File: src/design/dsb_pkg.sv
// shared types, constants and helpers for the domain suffix blocklist
`default_nettype none
package dsb_pkg;

    localparam int ENTRIES_DEF    = 32;
    localparam int NAME_BYTES_DEF = 64;

    localparam logic [1:0] CMD_LOOKUP = 2'd0;
    localparam logic [1:0] CMD_ADD    = 2'd1;
    localparam logic [1:0] CMD_REMOVE = 2'd2;

    localparam logic [7:0] CH_DOT  = 8'h2e;
    localparam logic [7:0] CH_UP_A = 8'h41;
    localparam logic [7:0] CH_UP_Z = 8'h5a;
    localparam logic [7:0] CASE_OFS = 8'h20;

    typedef struct packed {
        logic [1:0] command;
        logic [7:0] character;
        logic       last_char;
    } t_in;

    typedef struct packed {
        logic       outcome;
        logic [5:0] entry_total;
    } t_out;

    function automatic logic [7:0] fold(input logic [7:0] c);
        logic [7:0] r;
        r = c;
        if (c >= CH_UP_A && c <= CH_UP_Z) begin
            r = c + CASE_OFS;
        end
        return r;
    endfunction

endpackage
`default_nettype wire

File: src/design/dsb_front.sv
// front end: collects name bytes into the name buffers and queues one command
`default_nettype none
module dsb_front #(
    parameter int NAME_BYTES = dsb_pkg::NAME_BYTES_DEF,
    localparam int NW = $clog2(NAME_BYTES + 1),
    localparam int PW = $clog2(NAME_BYTES)
) (
    input  wire logic            i_clk,
    input  wire logic            i_rst_n,
    input  wire logic            i_in_valid,
    input  wire dsb_pkg::t_in    i_in_data,
    output logic                 o_in_ready,
    output logic                 o_head_we,
    output logic [PW-1:0]        o_head_waddr,
    output logic                 o_tail_we,
    output logic [PW-1:0]        o_tail_waddr,
    output logic [7:0]           o_name_wdata,
    output logic                 o_job_valid,
    output logic [1:0]           o_job_cmd,
    output logic [NW-1:0]        o_job_nl,
    output logic [PW-1:0]        o_job_wptr,
    input  wire logic            i_job_pop,
    input  wire logic            i_back_busy
);

    localparam logic [NW-1:0] HEAD_MAX = NW'(NAME_BYTES - 1);
    localparam logic [NW-1:0] LEN_MAX  = NW'(NAME_BYTES);
    localparam logic [PW-1:0] PTR_LAST = PW'(NAME_BYTES - 1);

    logic [NW-1:0] r_len;
    logic [PW-1:0] r_wptr;
    logic          r_job_valid;
    logic [1:0]    r_job_cmd;
    logic [NW-1:0] r_job_nl;
    logic [PW-1:0] r_job_wptr;

    logic          xfer;
    logic          has_ch;
    logic [NW-1:0] len_nx;
    logic [PW-1:0] wptr_nx;

    assign o_in_ready   = !r_job_valid && !i_back_busy;
    assign xfer         = i_in_valid && o_in_ready;
    assign has_ch       = i_in_data.character != 8'd0;
    assign len_nx       = (has_ch && r_len < LEN_MAX) ? r_len + NW'(1) : r_len;
    assign wptr_nx      = !has_ch ? r_wptr : ((r_wptr == PTR_LAST) ? '0 : r_wptr + PW'(1));

    assign o_head_we    = xfer && has_ch && r_len < HEAD_MAX;
    assign o_head_waddr = PW'(r_len);
    assign o_tail_we    = xfer && has_ch;
    assign o_tail_waddr = r_wptr;
    assign o_name_wdata = i_in_data.character;

    assign o_job_valid  = r_job_valid;
    assign o_job_cmd    = r_job_cmd;
    assign o_job_nl     = r_job_nl;
    assign o_job_wptr   = r_job_wptr;

    always_ff @(posedge i_clk) begin
        if (!i_rst_n) begin
            r_len       <= '0;
            r_wptr      <= '0;
            r_job_valid <= 1'b0;
        end else begin
            if (i_job_pop) begin
                r_job_valid <= 1'b0;
            end
            if (xfer) begin
                r_wptr <= wptr_nx;
                if (i_in_data.last_char) begin
                    r_job_valid <= 1'b1;
                    r_job_cmd   <= i_in_data.command;
                    r_job_nl    <= len_nx;
                    r_job_wptr  <= wptr_nx;
                    r_len       <= '0;
                end else begin
                    r_len <= len_nx;
                end
            end
        end
    end

endmodule
`default_nettype wire

File: config.mk
export PLATFORM = sky130hd
export DESIGN_NAME = dsb_front
export DESIGN_NICKNAME = d
export VERILOG_FILES = /design/src/design/dsb_pkg.sv /design/src/design/dsb_front.sv
export SDC_FILE = /design/constraint.sdc
export NUM_CORES = 1
export LEC_CHECK = 0
export ABC_AREA = 1
export BUFFER_PORTS_ARGS = -buffer_cell sky130_fd_sc_hd__clkbuf_2
export CAP_MARGIN = 20
export CORE_UTILIZATION = 50
export DETAILED_ROUTE_END_ITERATION = 8
export PLACE_DENSITY = 0.85
export SLEW_MARGIN = 10
export SYNTH_ARGS = -nofsm -noshare
export SYNTH_HDL_FRONTEND = slang
export SYNTH_SLANG_ARGS = --single-unit
export TNS_END_PERCENT = 5
File: constraint.sdc
create_clock -name i_clk -period 2.2 [get_ports i_clk]
set_input_delay 0.22 -clock i_clk [delete_from_list [all_inputs] [get_ports i_clk]]
set_output_delay 0.22 -clock i_clk [all_outputs]
set_load 0.1 [all_outputs]
==> metrics.txt <==
# TYPE chip_impl_metric gauge
chip_impl_info{name="outcome",value="finished, final reports clean"} 1
chip_impl_metric{name="design.portCount",unit=""} 55
chip_impl_info{name="worstSetupEndpointType",value="primary output"} 1
chip_impl_metric{name="place_congestion",unit=""} 0.980
chip_impl_metric{name="final-max-slew-violation-count",unit=""} 0
chip_impl_metric{name="syn_avg_cell_area",unit="um2"} 8.51
chip_impl_metric{name="floorplan.initialDensity",unit=""} 0.533
chip_impl_metric{name="finalWorstPathRequiredPeriod",unit="ns"} 2.01
chip_impl_metric{name="asyncSetResetFlopFracSynth",unit=""} 0
chip_impl_metric{name="finalHoldViolations",unit=""} 0
chip_impl_metric{name="detailroute.via_count",unit=""} 1435
chip_impl_info{name="yosys.area.top_type",value="sky130_fd_sc_hd__edfxtp_1"} 1
chip_impl_metric{name="sw_frac_of_total",unit=""} 0.374
chip_impl_metric{name="setup-violations-final",unit=""} 0
chip_impl_metric{name="tightest_slew",unit="ns"} 0.545
chip_impl_metric{name="power_frac_seq",unit=""} 0.500
chip_impl_info{name="postSynth.topFlopCell",value="sky130_fd_sc_hd__edfxtp_1"} 1
chip_impl_metric{name="cellLeakagePower",unit="nW"} 0.887
chip_impl_metric{name="placed_cells",unit=""} 275
chip_impl_metric{name="clock.fmax",unit="GHz"} 0.497
chip_impl_metric{name="synth_cell_types",unit=""} 32
chip_impl_metric{name="total_cts_buffers",unit=""} 5
chip_impl_metric{name="worst_path_max_fanout",unit=""} 12
chip_impl_metric{name="cts_sink_count",unit=""} 29
chip_impl_metric{name="synth.ff_latch_count",unit=""} 29
chip_impl_metric{name="net-switching-power",unit="uW"} 447
chip_impl_info{name="worstSetupStartpoint",value="o_job_valid$_SDFF_PN0_"} 1
chip_impl_metric{name="drt.antenna.violating_nets",unit=""} 0
chip_impl_metric{name="detail_route.iter0.violations",unit=""} 44
chip_impl_info{name="tritoncts_clock_tree",value="yes"} 1
chip_impl_metric{name="number_of_enable_flip_flop_cells_after_synthesis",unit=""} 15
chip_impl_metric{name="grt_max_degree",unit=""} 13
chip_impl_metric{name="final_nets",unit=""} 256
chip_impl_metric{name="grt_usage",unit=""} 0.201
chip_impl_info{name="rsz0062_at_grt",value="false"} 1
chip_impl_metric{name="die_w",unit="um"} 59.3
chip_impl_metric{name="antenna-diode-count",unit=""} 0
chip_impl_metric{name="io_buffer_count",unit=""} 54
chip_impl_metric{name="clock_path_buffers",unit=""} 2
chip_impl_metric{name="detail_route.drc_violations",unit=""} 0
chip_impl_metric{name="clock_tree.htree_level_count",unit=""} 2
chip_impl_metric{name="area.growth.synth_to_final",unit="%"} 18.0
chip_impl_metric{name="detail_route.first_pass.iterations",unit=""} 5
chip_impl_metric{name="initial_antenna_violation_count",unit=""} 0
chip_impl_info{name="yosysMostFrequentCell",value="sky130_fd_sc_hd__nand2_1"} 1
chip_impl_metric{name="ys_seq_area_frac",unit=""} 0.445
chip_impl_info{name="post_synth_main_area_contributors",value="sky130_fd_sc_hd__edfxtp_1 27%, sky130_fd_sc_hd__dfxtp_1 17%, sky130_fd_sc_hd__nand2_1 10%"} 1
chip_impl_metric{name="vdd.ir_drop.worst",unit="V"} 0.000433
chip_impl_metric{name="minimum_hold_slack",unit="ns"} 0.0681
chip_impl_metric{name="final_core_utilization",unit=""} 0.629
chip_impl_metric{name="holdBufCountCts",unit=""} 0
chip_impl_metric{name="combPwrFrac",unit=""} 0.254
chip_impl_metric{name="synth_top_area_share",unit=""} 0.274
chip_impl_metric{name="die_area",unit="mm2"} 0.00352
chip_impl_info{name="hp-class",value="primary input to flop"} 1
chip_impl_metric{name="rows",unit=""} 20
chip_impl_metric{name="detail_route.wl_per_cell",unit="um"} 11.6
chip_impl_metric{name="post-cts-setup-buffers",unit=""} 0
chip_impl_metric{name="layout.cells.non_filler",unit=""} 283
chip_impl_info{name="r2r-start",value="o_job_valid$_SDFF_PN0_"} 1
chip_impl_metric{name="synthesis.instances",unit=""} 193
chip_impl_metric{name="cell_internal_power",unit="uW"} 750
chip_impl_metric{name="final_clock_skew",unit="ns"} 0.00928
chip_impl_metric{name="grt_first_pass_wirelength",unit="mm"} 5.22
chip_impl_metric{name="viasPerCell",unit=""} 5.07
chip_impl_metric{name="worst_skew_pair.late_latency",unit="ns"} 0.32
chip_impl_metric{name="critical_path_required",unit="ns"} 1.98
chip_impl_info{name="synth.top_cells.by_count",value="45 x sky130_fd_sc_hd__nand2_1, 19 x sky130_fd_sc_hd__inv_1, 15 x sky130_fd_sc_hd__buf_4, 15 x sky130_fd_sc_hd__edfxtp_1, 14 x sky130_fd_sc_hd__dfxtp_1"} 1
chip_impl_metric{name="timing.max_cap.violations",unit=""} 0
chip_impl_metric{name="sum_of_overflow_across_all_layers_after_global_routing",unit=""} 0
chip_impl_info{name="cts-root-buf",value="sky130_fd_sc_hd__clkbuf_4"} 1
chip_impl_metric{name="totalPowerFinal",unit="mW"} 1.20
chip_impl_metric{name="cts_resized",unit=""} 0
chip_impl_metric{name="path_clk_slew",unit="ns"} 0.09
chip_impl_metric{name="timing.critical_path.arrival",unit="ns"} 1.79
chip_impl_info{name="critical_path_class",value="flop to primary output"} 1
chip_impl_metric{name="dp_hpwl",unit="mm"} 2.39
chip_impl_info{name="hold_path_startpoint",value="i_in_data[9]"} 1
chip_impl_metric{name="layout-drive-gt1-share",unit=""} 0.406
chip_impl_metric{name="power_frac_clock",unit=""} 0.246
chip_impl_metric{name="routed_wl",unit="mm"} 3.30
chip_impl_metric{name="core_region_area",unit="mm2"} 0.00308
chip_impl_metric{name="grt_pass1_vias",unit=""} 1204
chip_impl_metric{name="post-route-period-util",unit=""} 0.915
chip_impl_metric{name="synth_area",unit="mm2"} 0.00164
chip_impl_metric{name="filler_cell_count",unit=""} 269
chip_impl_info{name="cp-start-kind",value="flop"} 1
chip_impl_metric{name="fp.dieH",unit="um"} 59.3
chip_impl_metric{name="worst_slew_margin_rel",unit=""} 0.638
chip_impl_metric{name="syn-num-nets",unit=""} 211
chip_impl_metric{name="powerDensity",unit="mW/mm2"} 618
chip_impl_metric{name="synth_warnings",unit=""} 0
==> path summary, 6_finish.rpt <==
| path | cells past startpoint | slack (ns) | endpoint |
|---|---|---|---|
| max | 6 | 0.19 | o_head_we |
| min | 1 | 0.07 | o_job_cmd[0]$_DFFE_PP_ |
| max reg2reg | 6 | 0.72 | o_job_nl[3]$_DFFE_PP_ |
| min reg2reg | 2 | 0.52 | o_job_valid$_SDFF_PN0_ |
==> power by group through the flow <==
stage	Sequential, mW	Combinational, mW	Clock (mW)
final	0.598	0.304	0.295
after detailed placement	0.610	0.303	0
after global routing	0.601	0.318	0.331
after floorplan	0.700	0.170	0
after global placement	0.610	0.301	0
after CTS	0.598	0.304	0.300
==> cells in the final DEF, fill, tap and decap left out, types with 5 or more instances in the layout <==
cell	count
sky130_fd_sc_hd__clkbuf_2	53
sky130_fd_sc_hd__nand2_1	44
sky130_fd_sc_hd__inv_1	19
sky130_fd_sc_hd__edfxtp_1	15
sky130_fd_sc_hd__dfxtp_1	13
sky130_fd_sc_hd__nand2_2	12
sky130_fd_sc_hd__nand3_1	12
sky130_fd_sc_hd__nor2_1	7
sky130_fd_sc_hd__nor2_2	6
sky130_fd_sc_hd__a21oi_1	6
sky130_fd_sc_hd__nand4_1	5
sky130_fd_sc_hd__o21ai_0	5
sky130_fd_sc_hd__clkbuf_4	5
==> critical path, stage by stage, from the launching register on <==
cell                       delay (ns)
sky130_fd_sc_hd__dfxtp_4         0.37
sky130_fd_sc_hd__nor2_4          0.13
sky130_fd_sc_hd__nand2_4         0.15
sky130_fd_sc_hd__inv_4           0.13
sky130_fd_sc_hd__nand2_4         0.07
sky130_fd_sc_hd__a311oi_4        0.28
sky130_fd_sc_hd__buf_4           0.33
==> registers in the layout, indices dropped and copies added, names as in the netlist <==
signal        count
o_job_cmd         2
o_job_nl          7
o_job_valid       1
o_job_wptr        6
o_tail_waddr      6
r_len             7
==> metal layers <==
metal / up-vias / GRT usage / part of all wire
met3: 8 / 0.0437 / 0.093
li1: 712 / - / -
met5: - / 0 / 0
met4: 0 / 0.0952 / 0.022
met1: 640 / 0.260 / 0.43
met2: 75 / 0.319 / 0.46
==> metrics by stage <==
stage	cell area, um2	setup TNS, ns	setup slack [ns]
after global placement	1890	0	0.579
after CTS	1940	0	0.172
after floorplan	1680	-3.56	-0.348
after detailed placement	1890	0	0.546
after global routing	1940	0	0.111
final	1940	0	0.188
==> cells by family after synthesis <==
family | count (synthesis) | share of synthesized area
AOI/OAI and AO/OA | 25 | 0.103
xor gates and xnor gates | 2 | 0.0107
adders and majority gates | 2 | 0.0152
buffers and inverters | 39 | 0.132
DFF | 29 | 0.445
and+or+nand+nor | 96 | 0.294
==> layout make-up <==
type                            instances  area, um2  area share
Clock inverter                          3       12.5     0.00646
Tap cell                               44       55.1      0.0284
Sequential cell                        29        734       0.379
Timing Repair Buffer                   57        295       0.152
Clock buffer                            5       37.5      0.0194
Multi-Input combinational cell        125        724       0.374
Inverter                               20       77.6      0.0401
(Power assumes the default switching activity.)
