File: src/design/dsb_ram.sv
// generic single write port ram with registered read
`default_nettype none
module dsb_ram #(
    parameter int WIDTH = 8,
    parameter int DEPTH = 64
) (
    input  wire logic                     i_clk,
    input  wire logic                     i_we,
    input  wire logic [$clog2(DEPTH)-1:0] i_waddr,
    input  wire logic [WIDTH-1:0]         i_wdata,
    input  wire logic [$clog2(DEPTH)-1:0] i_raddr,
    output logic      [WIDTH-1:0]         o_rdata
);

    logic [WIDTH-1:0] r_mem [DEPTH];

    always_ff @(posedge i_clk) begin
        if (i_we) begin
            r_mem[i_waddr] <= i_wdata;
        end
        o_rdata <= r_mem[i_raddr];
    end

endmodule
`default_nettype wire

File: config.mk
export PLATFORM = sky130hd
export DESIGN_NAME = dsb_ram
export DESIGN_NICKNAME = d
export VERILOG_FILES = /design/src/design/dsb_ram.sv
export SDC_FILE = /design/constraint.sdc
export NUM_CORES = 1
export LEC_CHECK = 0
export BUFFER_PORTS_ARGS = -buffer_cell sky130_fd_sc_hd__buf_2
export CAP_MARGIN = 20
export CORE_MARGIN = 1
export CORE_UTILIZATION = 60
export CTS_CLUSTER_DIAMETER = 30
export DETAILED_ROUTE_END_ITERATION = 7
export MAX_ROUTING_LAYER = met4
export PLACE_DENSITY_LB_ADDON = 0.1
export SETUP_SLACK_MARGIN = 0.2
export SLEW_MARGIN = 0
export SYNTH_ARGS = -nofsm -noshare
export SYNTH_HDL_FRONTEND = slang
export SYNTH_SLANG_ARGS = --single-unit
File: constraint.sdc
create_clock -name i_clk -period 3.75 [get_ports i_clk]
set_input_delay 0.75 -clock i_clk [delete_from_list [all_inputs] [get_ports i_clk]]
set_output_delay 0.75 -clock i_clk [all_outputs]
set_load 0.02 [all_outputs]
==> flow_summary.yaml, run 1 <==
status:
  outcome: "completed"
drt:
  wirelength_um: 45790
  drtPass1Iterations: 5
  ant_nets: 0
  route.met3.wl_um: 3651
  vias: 10203
  drt-met1-wl_um: 18870
  drtIter0Drc: 1215
  wl_met2_um: 22330
  topRoutingLayerUsed: "met4"
  wl_per_cell_um: 29.04
  vias_per_cell: 6.470
  remaining_drc_errors: 0
place:
  port_buffers: 29
  place_ws_ps: 415.9
  dpl.hpwl_um: 26240
  gp_congestion: 0.8373
power:
  irDropWorstVdd_v: 0.0004058
  p_per_area_mw_per_mm2: 634.9
  combPwrFrac_pct: 4.0
  power_uw: 15300
  p_sw_uw: 3449
  clkPwrFrac_pct: 53.7
  p_int_uw: 11850
  seqPwrFrac_pct: 42.3
  p_leak_uw: 0.007805
  swShare_pct: 22.54
yosys:
  mappedNetlistArea_mm2: 0.02017
  ys_warn_count: 0
  seq_area_frac_synth_pct: 77.03
  syn_nets: 962
  synth-edff-count: 512
  synthSimpleGateAreaFrac_pct: 3.388
  synthMuxAreaShare_pct: 15.94
  yosys_register_bits: 520
  synth_fa_ha_area_share_pct: 0
  synthFlopType: "edfxtp_1"
  ys_types: 40
  syn_inst: 940
  synth_area_per_cell_um2: 21.45
  synth_compound_area_share_pct: 2.072
  synth-xor-area-share_pct: 0
  synth_top_family_by_area: "multiplexers"
  async_flop_share_pct: 0
clocking:
  cts_sinks: 520
  cts_buffer_depth: 3
  htree_levels: 3
  post-cts-setup-buffer-count: 0
  cts_root_buf: "clkbuf_16"
  clock_latency_ps: 620
  clkTransAtPathRegs_ps: 50
  cts_tree: "yes"
  postCtsHoldBufs: 0
  cts-resized-gates: 0
  cts_buffers: 92
cells_and_area:
  syn2layout_area_growth_pct: 19.50
  drive_gt1_share_pct: 32.39
  nets: 1074
critical_path:
  path_class: "in -> reg"
  startpoint_type: "primary input"
  required_ps: 4220
  crit_path_start: "i_raddr[0]"
  rr_startpoint: "r_mem[29][6]"
  end_kind: "register"
  cp.arrival_ps: 3110
  worstPathMaxFanout: 65
die:
  coreArea_mm2: 0.03278
  rows: 66
  start_util_pct: 61.51
  ios: 30
  die_area_mm2: 0.03435
  die_y_um: 185.3
  fp.dieW_um: 185.3
sta:
  relSlewSlack_pct: 36.40
  rsz0062_at_grt: "false"
  min_period_ps: 2639
  setup_slack_ps: 1111
  max_slew.worst_pin.slew_ps: 954.0
  finClkSkew_ps: 34.09
  max_freq_mhz: 379.0
  setup_viol: 0
  min_period_over_period_pct: 70.37
  drv_slew: 0
  finalHoldViolCount: 0
  finalSetupTns_ps: 0
global_routing:
  track_usage_pct: 29.03
  grt-ovfl-total: 0
  grt_pass1_wl_um: 67590
  antenna_found_initial: 4
  grt_start_max_net_pins: 66
  grt_pass1_vias: 10433
flow_run:
  max_cap_viol_count: 0
hold_path:
  hold_class: "in -> reg"
  min_from: "i_wdata[7]"
[registers in the layout, indices dropped and copies added, names as in the netlist]
signal / count
o_rdata: 8
r_mem: 512
[path summary, 6_finish.rpt]
| check | endpoint | slack, ps | depth (start not counted) |
|---|---|---|---|
| setup / recovery | o_rdata[6] | 1110 | 6 |
| hold / removal | r_mem[48][7] | 500 | 1 |
| setup reg to reg | o_rdata[6] | 1710 | 5 |
| hold reg to reg | o_rdata[0] | 840 | 4 |
[cell usage in the layout (no fill, tap or decap), types with 4 or more instances in the layout]
| cell type | netlist | final |
|---|---|---|
| edfxtp_1 | 512 | 512 |
| mux4_2 | 126 | 126 |
| clkbuf_16 | 0 | 92 |
| nor2_1 | 83 | 83 |
| buf_4 | 13 | 34 |
| buf_2 | 11 | 26 |
| mux2i_1 | 23 | 23 |
| nand2_1 | 19 | 19 |
| inv_6 | 0 | 17 |
| nor2b_1 | 14 | 14 |
| mux2_2 | 13 | 13 |
| nand3_1 | 13 | 13 |
| clkinvlp_4 | 0 | 12 |
| clkinv_1 | 0 | 10 |
| o221ai_1 | 8 | 8 |
| o22ai_1 | 8 | 8 |
| bufinv_16 | 0 | 8 |
| inv_8 | 0 | 8 |
| dfxtp_1 | 8 | 8 |
| nand2b_1 | 7 | 7 |
| nor3_1 | 7 | 7 |
| clkinv_2 | 0 | 7 |
| clkinv_4 | 0 | 7 |
| buf_12 | 2 | 7 |
| a221oi_1 | 6 | 6 |
| clkbuf_1 | 17 | 6 |
| diode_2 | 0 | 5 |
| a211oi_1 | 4 | 4 |
[critical path, cell delays in order]
cell      delay (ps)
clkbuf_8         610
mux4_2           600
mux2_2           290
o221a_2          300
nor3_1           330
o32ai_1          150
[cell usage after synthesis (11+ instances only)]
| library cell | number | area share (%) |
|---|---|---|
| nor2_1 | 83 | 1.5 |
| buf_2 | 11 | 0.27 |
| nand2_1 | 19 | 0.35 |
| buf_4 | 13 | 0.48 |
| nor2b_1 | 14 | 0.43 |
| nand3_1 | 13 | 0.32 |
| mux2_2 | 13 | 0.73 |
| edfxtp_1 | 512 | 76 |
| clkbuf_1 | 17 | 0.32 |
| mux2i_1 | 23 | 1.1 |
| mux4_2 | 126 | 14 |
[kinds of logic after synthesis]
group	after synthesis
buf+inv	51
mux	162
compound gates	54
simple gates	153
flops	520
[power by group through the flow]
stage / Sequential, µW / Clock (µW) / Combinational [µW]
after global routing: 6460 / 8560 / 654
after CTS: 6470 / 8300 / 601
after detailed placement: 6580 / 0 / 596
after floorplan: 6580 / 0 / 343
after global placement: 6580 / 0 / 577
final: 6460 / 8220 / 617
[area by class of cell]
class	count	area [µm²]
Sequential cell	520	15530
Fill cell	1853	8685
Multi-Input combinational cell	369	4315
Clock buffer	98	2325
Clock inverter	74	792.0
Timing Repair Buffer	69	566.8
Tap cell	442	553.0
Antenna cell	5	12.51
[metal layers]
metal  vias up  global-route usage (%)
met4         0                   9.455
met5         -                       -
met3        81                   5.368
li1       4208                       -
met1      5396                   41.39
met2       518                   43.12
[metrics by stage]
| step | cell area [µm²] | util, % | hold slack (ps) | instances |
|---|---|---|---|---|
| floorplan | 20170 | - | 718.3 | 940 |
| global placement | 20840 | 63.58 | 803.2 | 1394 |
| detailed placement | 20840 | 63.58 | 811.5 | 1394 |
| CTS | 23960 | 73.08 | 574.9 | 1566 |
| global route | 24100 | 73.51 | 506.3 | 1577 |
| finish | 24100 | 73.51 | 501.0 | 1577 |
Note: power is estimated with default switching activity, not from simulation.
==> inputs of run 2 (changes only) <==
- CORE_UTILIZATION: 60 -> 56
- clock period: 3.75 -> 2.4 ns (I/O delays scaled with it)
==> run 2 against run 1 <==
Combinational power grew 69%; non-clock buffer count grew 116; global-route usage shrank 1.9 points; via count grew 1.7%; sequential power grew 56%; hold slack lost 200 ps; final cell count grew 8.4%; sequential share of layout area shrank 2.4 points; flip-flop and latch count is the same; first-iteration DRC count shrank 1.9%; clock skew shrank 21 ps; critical endpoint is now o_rdata[7].
==> flow_summary.yaml, run 2 (synthesized netlist as in run 1, its figures left out) <==
global_routing:
  grt-ovfl-total: 0
  grt_pass1_wl_um: 67970
  track_usage_pct: 27.10
  grt_pass1_vias: 10668
  grt_start_max_net_pins: 65
  antenna_found_initial: 0
clocking:
  cts_sinks: 520
  cts_root_buf: "clkbuf_16"
  cts_buffers: 93
  cts-resized-gates: 0
  htree_levels: 3
  clock_latency_ps: 610
  post-cts-setup-buffer-count: 0
  postCtsHoldBufs: 0
  clkTransAtPathRegs_ps: 50
  cts_buffer_depth: 3
  cts_tree: "yes"
sta:
  min_period_ps: 2107
  relSlewSlack_pct: 50.41
  drv_slew: 0
  setup_viol: 0
  finClkSkew_ps: 13.00
  min_period_over_period_pct: 87.80
  rsz0062_at_grt: "false"
  finalHoldViolCount: 0
  timing.hold.ws_ps: 302.2
  finalSetupTns_ps: 0
  max_freq_mhz: 474.6
  max_slew.worst_pin.slew_ps: 743.8
cells_and_area:
  area.sequential_mm2: 0.01553
  nets: 1191
  largest_reg_flops: 512
  num-fill-cells: 2160
  mostFrequentLayoutCells: "512 x edfxtp_1, 146 x buf_4, 126 x mux4_2"
  drive_gt1_share_pct: 37.74
  mostFrequentLayoutCell: "edfxtp_1"
  diodes: 0
  syn2layout_area_growth_pct: 24.17
  fin_area_mm2: 0.02504
  multi_input_area_mm2: 0.004315
  final_util_pct: 70.57
  reg_top3: "r_mem: 512 flops, o_rdata: 8 flops"
  top_register: "r_mem"
die:
  fp.dieW_um: 191.8
  ios: 30
  die_y_um: 191.8
  start_util_pct: 56.84
  rows: 69
  die_area_mm2: 0.03678
  coreArea_mm2: 0.03548
flow_run:
  max_cap_viol_count: 0
critical_path:
  cp.arrival_ps: 2570
  end_kind: "register"
  required_ps: 2860
  worstPathMaxFanout: 22
  max_stage_delay_ps: 560
  crit_path_top_delay_cell: "mux4_2"
  crit_path_start: "i_raddr[0]"
  path_class: "in -> reg"
  rr_startpoint: "r_mem[54][7]"
  startpoint_type: "primary input"
  cp_cell_sequence: "clkbuf_8 > buf_12 > mux4_2 > mux4_2 > o21ai_0 > nand2_1"
  r2r_slack_ps: 370
  cpMostUsedCell: "mux4_2"
power:
  p_leak_uw: 0.008440
  irDropWorstVdd_v: 0.0008502
  p_per_area_mw_per_mm2: 957.4
drt:
  remaining_drc_errors: 0
  vias: 10379
  wirelength_um: 46040
  ant_nets: 0
  drtIter0Drc: 1192
  wl_per_cell_um: 26.94
  drtPass1Iterations: 6
  vias_per_cell: 6.073
place:
  gp_congestion: 0.8625
  port_buffers: 29
  dpl.hpwl_um: 29270
  placed_cell_area_mm2: 0.02191
hold_path:
  hold_class: "in -> reg"
  min_from: "i_raddr[5]"
status:
  outcome: "completed"
run 2: cell count changes in the layout (fill, tap and decap cells not counted), sizes merged:
cell / previous run / this run
clkbuf: 99 / 107
inv: 27 / 8
clkinvlp: 12 / 6
diode: 5 / 0
buf: 68 / 184
bufinv: 8 / 11
clkinv: 27 / 43
run 2: path summary, 6_finish.rpt:
path,end,cells past startpoint
setup reg to reg,o_rdata[7],4
setup / recovery,o_rdata[7],6
hold / removal,o_rdata[1],3
hold reg to reg,o_rdata[6],3
run 2: where the power goes:
part / leakage, µW / internal (µW) / total (µW) / switching (µW)
registers: 0.00467 / 10100 / 10100 / 36.4
clock network: 0.00152 / 8400 / 12800 / 4420
logic: 0.00225 / 437 / 1040 / 604
total: 0.00844 / 18900 / 24000 / 5060
run 2: critical path: cells and delay by family:
kind | cells | cell delay (ps)
mux | 2 | 1040
buf+inv | 2 | 460
simple gates | 1 | 110
compound gates | 1 | 450
run 2: area by class of cell:
type,instances,share of cell area (%)
Multi-Input combinational cell,369,17.23
Clock inverter,68,2.943
Timing Repair Buffer,185,5.911
Tap cell,461,2.303
Sequential cell,520,62.04
Clock buffer,106,9.573
run 2: per-layer routing:
layer	up-vias	part of all wire (%)	track usage, %
met5	-	0	-
met4	0	2.8	10.07
met3	100	6.9	4.440
met2	451	48	40.81
met1	5393	42	37.78
li1	4435	-	-
run 2: stage by stage:
stage          power (µW)  instances  setup WS [ps]
6_report            23970       1709          292.8
5_1_grt             24610       1709          261.2
4_1_cts             24130       1709          312.4
3_3_place_gp        11310       1535         -284.4
3_5_place_dp        11320       1535         -324.8
2_1_floorplan       10820        940          252.3
==> inputs of run 3 (changes only) <==
- ABC_CLOCK_PERIOD_IN_PS: not set -> 2400
- CELL_PAD_IN_SITES_DETAIL_PLACEMENT: not set -> 2
- CELL_PAD_IN_SITES_GLOBAL_PLACEMENT: not set -> 2
- CORE_UTILIZATION: 56 -> 45
==> run 3 against run 2 <==
Critical path depth is the same; critical path type is now reg -> reg; die area grew 24%; combinational power grew 9%; final cell count grew 8.6%; first-iteration DRC count shrank 15%; critical endpoint is now o_rdata[6]; flip-flop and latch count is the same; global-route usage grew 3.1 points; highest routed layer unchanged.
==> flow_summary.yaml, run 3 (synthesized netlist as in run 1, its figures left out) <==
clocking:
  cts_buffers: 112
  cts_root_buf: "clkbuf_16"
  htree_levels: 3
  cts_tree: "yes"
  cts_sinks: 520
  clkTransAtPathRegs_ps: 60
  clock_latency_ps: 650
  cts_buffer_depth: 3
die:
  die_area_mm2: 0.04567
  coreArea_mm2: 0.04422
  start_util_pct: 45.60
  ios: 30
  die_y_um: 213.7
  fp.dieW_um: 213.7
  rows: 77
drt:
  remaining_drc_errors: 0
  ant_nets: 0
  vias: 11140
  wl_per_cell_um: 34.56
  wirelength_um: 64140
  drtPass1Iterations: 7
  drtIter0Drc: 1008
  vias_per_cell: 6.002
sta:
  setup_viol: 0
  max_slew.worst_pin.slew_ps: 897.6
  drv_slew: 0
  max_freq_mhz: 467.5
  setup_slack_ps: 261.0
  min_period_ps: 2139
  rsz0062_at_grt: "false"
  finClkSkew_ps: 22.15
  relSlewSlack_pct: 40.16
  min_period_over_period_pct: 89.12
  finalHoldViolCount: 0
hold_path:
  hold_class: "in -> reg"
global_routing:
  grt-ovfl-total: 0
  grt_start_max_net_pins: 65
  track_usage_pct: 30.17
  antenna_found_initial: 0
  grt_pass1_wl_um: 91310
  grt_pass1_vias: 12287
status:
  outcome: "completed"
cells_and_area:
  syn2layout_area_growth_pct: 27.32
  reg_top3: "r_mem: 512 flops, o_rdata: 8 flops"
  final_util_pct: 58.07
  top_register: "r_mem"
  largest_reg_flops: 512
  mostFrequentLayoutCells: "512 x edfxtp_1, 126 x mux4_2, 126 x buf_4"
  mostFrequentLayoutCell: "edfxtp_1"
  drive_gt1_share_pct: 38.45
  layout.cells.non_filler: 1856
  nets: 1188
  diodes: 0
critical_path:
  worstPathMaxFanout: 1
  ff2ff_path_depth: 6
  end_kind: "register"
  rr_startpoint: "r_mem[16][6]"
  cp.arrival_ps: 2630
  crit_path_end: "o_rdata[6]"
  required_ps: 2900
  crit_path_start: "r_mem[16][6]"
  startpoint_type: "register"
  path_class: "reg -> reg"
  r2r_slack_ps: 260
  r2r_end: "o_rdata[6]"
place:
  dpl.hpwl_um: 37100
  gp_congestion: 0.8109
  dpl.cell_count: 1644
  port_buffers: 29
  place_ws_ps: -240.7
power:
  p_per_area_mw_per_mm2: 1041
  irDropWorstVdd_v: 0.0008327
  power_uw: 26740
  p_leak_uw: 0.008628
flow_run:
  max_cap_viol_count: 0
-- run 3: worst min-delay path by stage --
stage | from | to | slack, ps | cells after the start
after floorplan | i_wdata[0] | r_mem[0][0] | 580 | 0
after global placement | i_wdata[4] | r_mem[8][4] | 700 | 1
after detailed placement | i_wdata[4] | r_mem[8][4] | 710 | 1
after CTS | i_wdata[4] | r_mem[8][4] | 20 | 1
after global routing | i_wdata[4] | r_mem[8][4] | 40 | 1
final | i_wdata[4] | r_mem[8][4] | 60 | 1
-- run 3: routing by layer --
layer	track usage (%)	part of all wire (%)	routed length (µm)
met5	-	0	0
met2	47.49	49	31730
met4	10.84	3.3	2109
met3	5.316	5.9	3802
met1	39.72	41	26490
-- run 3: power by group --
group          switching, µW  internal (µW)
registers               47.5          10100
clock network           5220          10300
logic                    706            425
total                   5970          20800
-- run 3: metrics by stage --
step	hold WS, ps	setup TNS (ps)	instance area [µm²]
floorplan	578.9	0	20170
global placement	700.9	-599.7	21880
detailed placement	705.1	-1203	21880
CTS	20.00	0	25670
global route	41.01	0	25680
finish	56.91	0	25680
-- run 3: what timing repair did --
item                                    4_1_cts  5_1_grt
setup buffers                                 0        0
resized for setup                             1        1
cloned                                        0        0
hold buffers                                  0        0
endpoints found under the setup margin        1        1
-- run 3: final cells by class --
type / count / area [µm²]
clock inverters: 79 / 873.3
flip-flops and latches: 520 / 15530
well taps: 592 / 740.7
multi-input cells: 369 / 4327
fillers: 3560 / 18540
clock buffers: 133 / 2912
repair buffers: 163 / 1290
-- run 3: worst max-delay path: stages, from the launching register on --
cell,delay (ps)
edfxtp_1,420
mux4_2,500
mux2_2,300
o221a_2,280
nor3_2,220
buf_4,150
o32ai_1,110
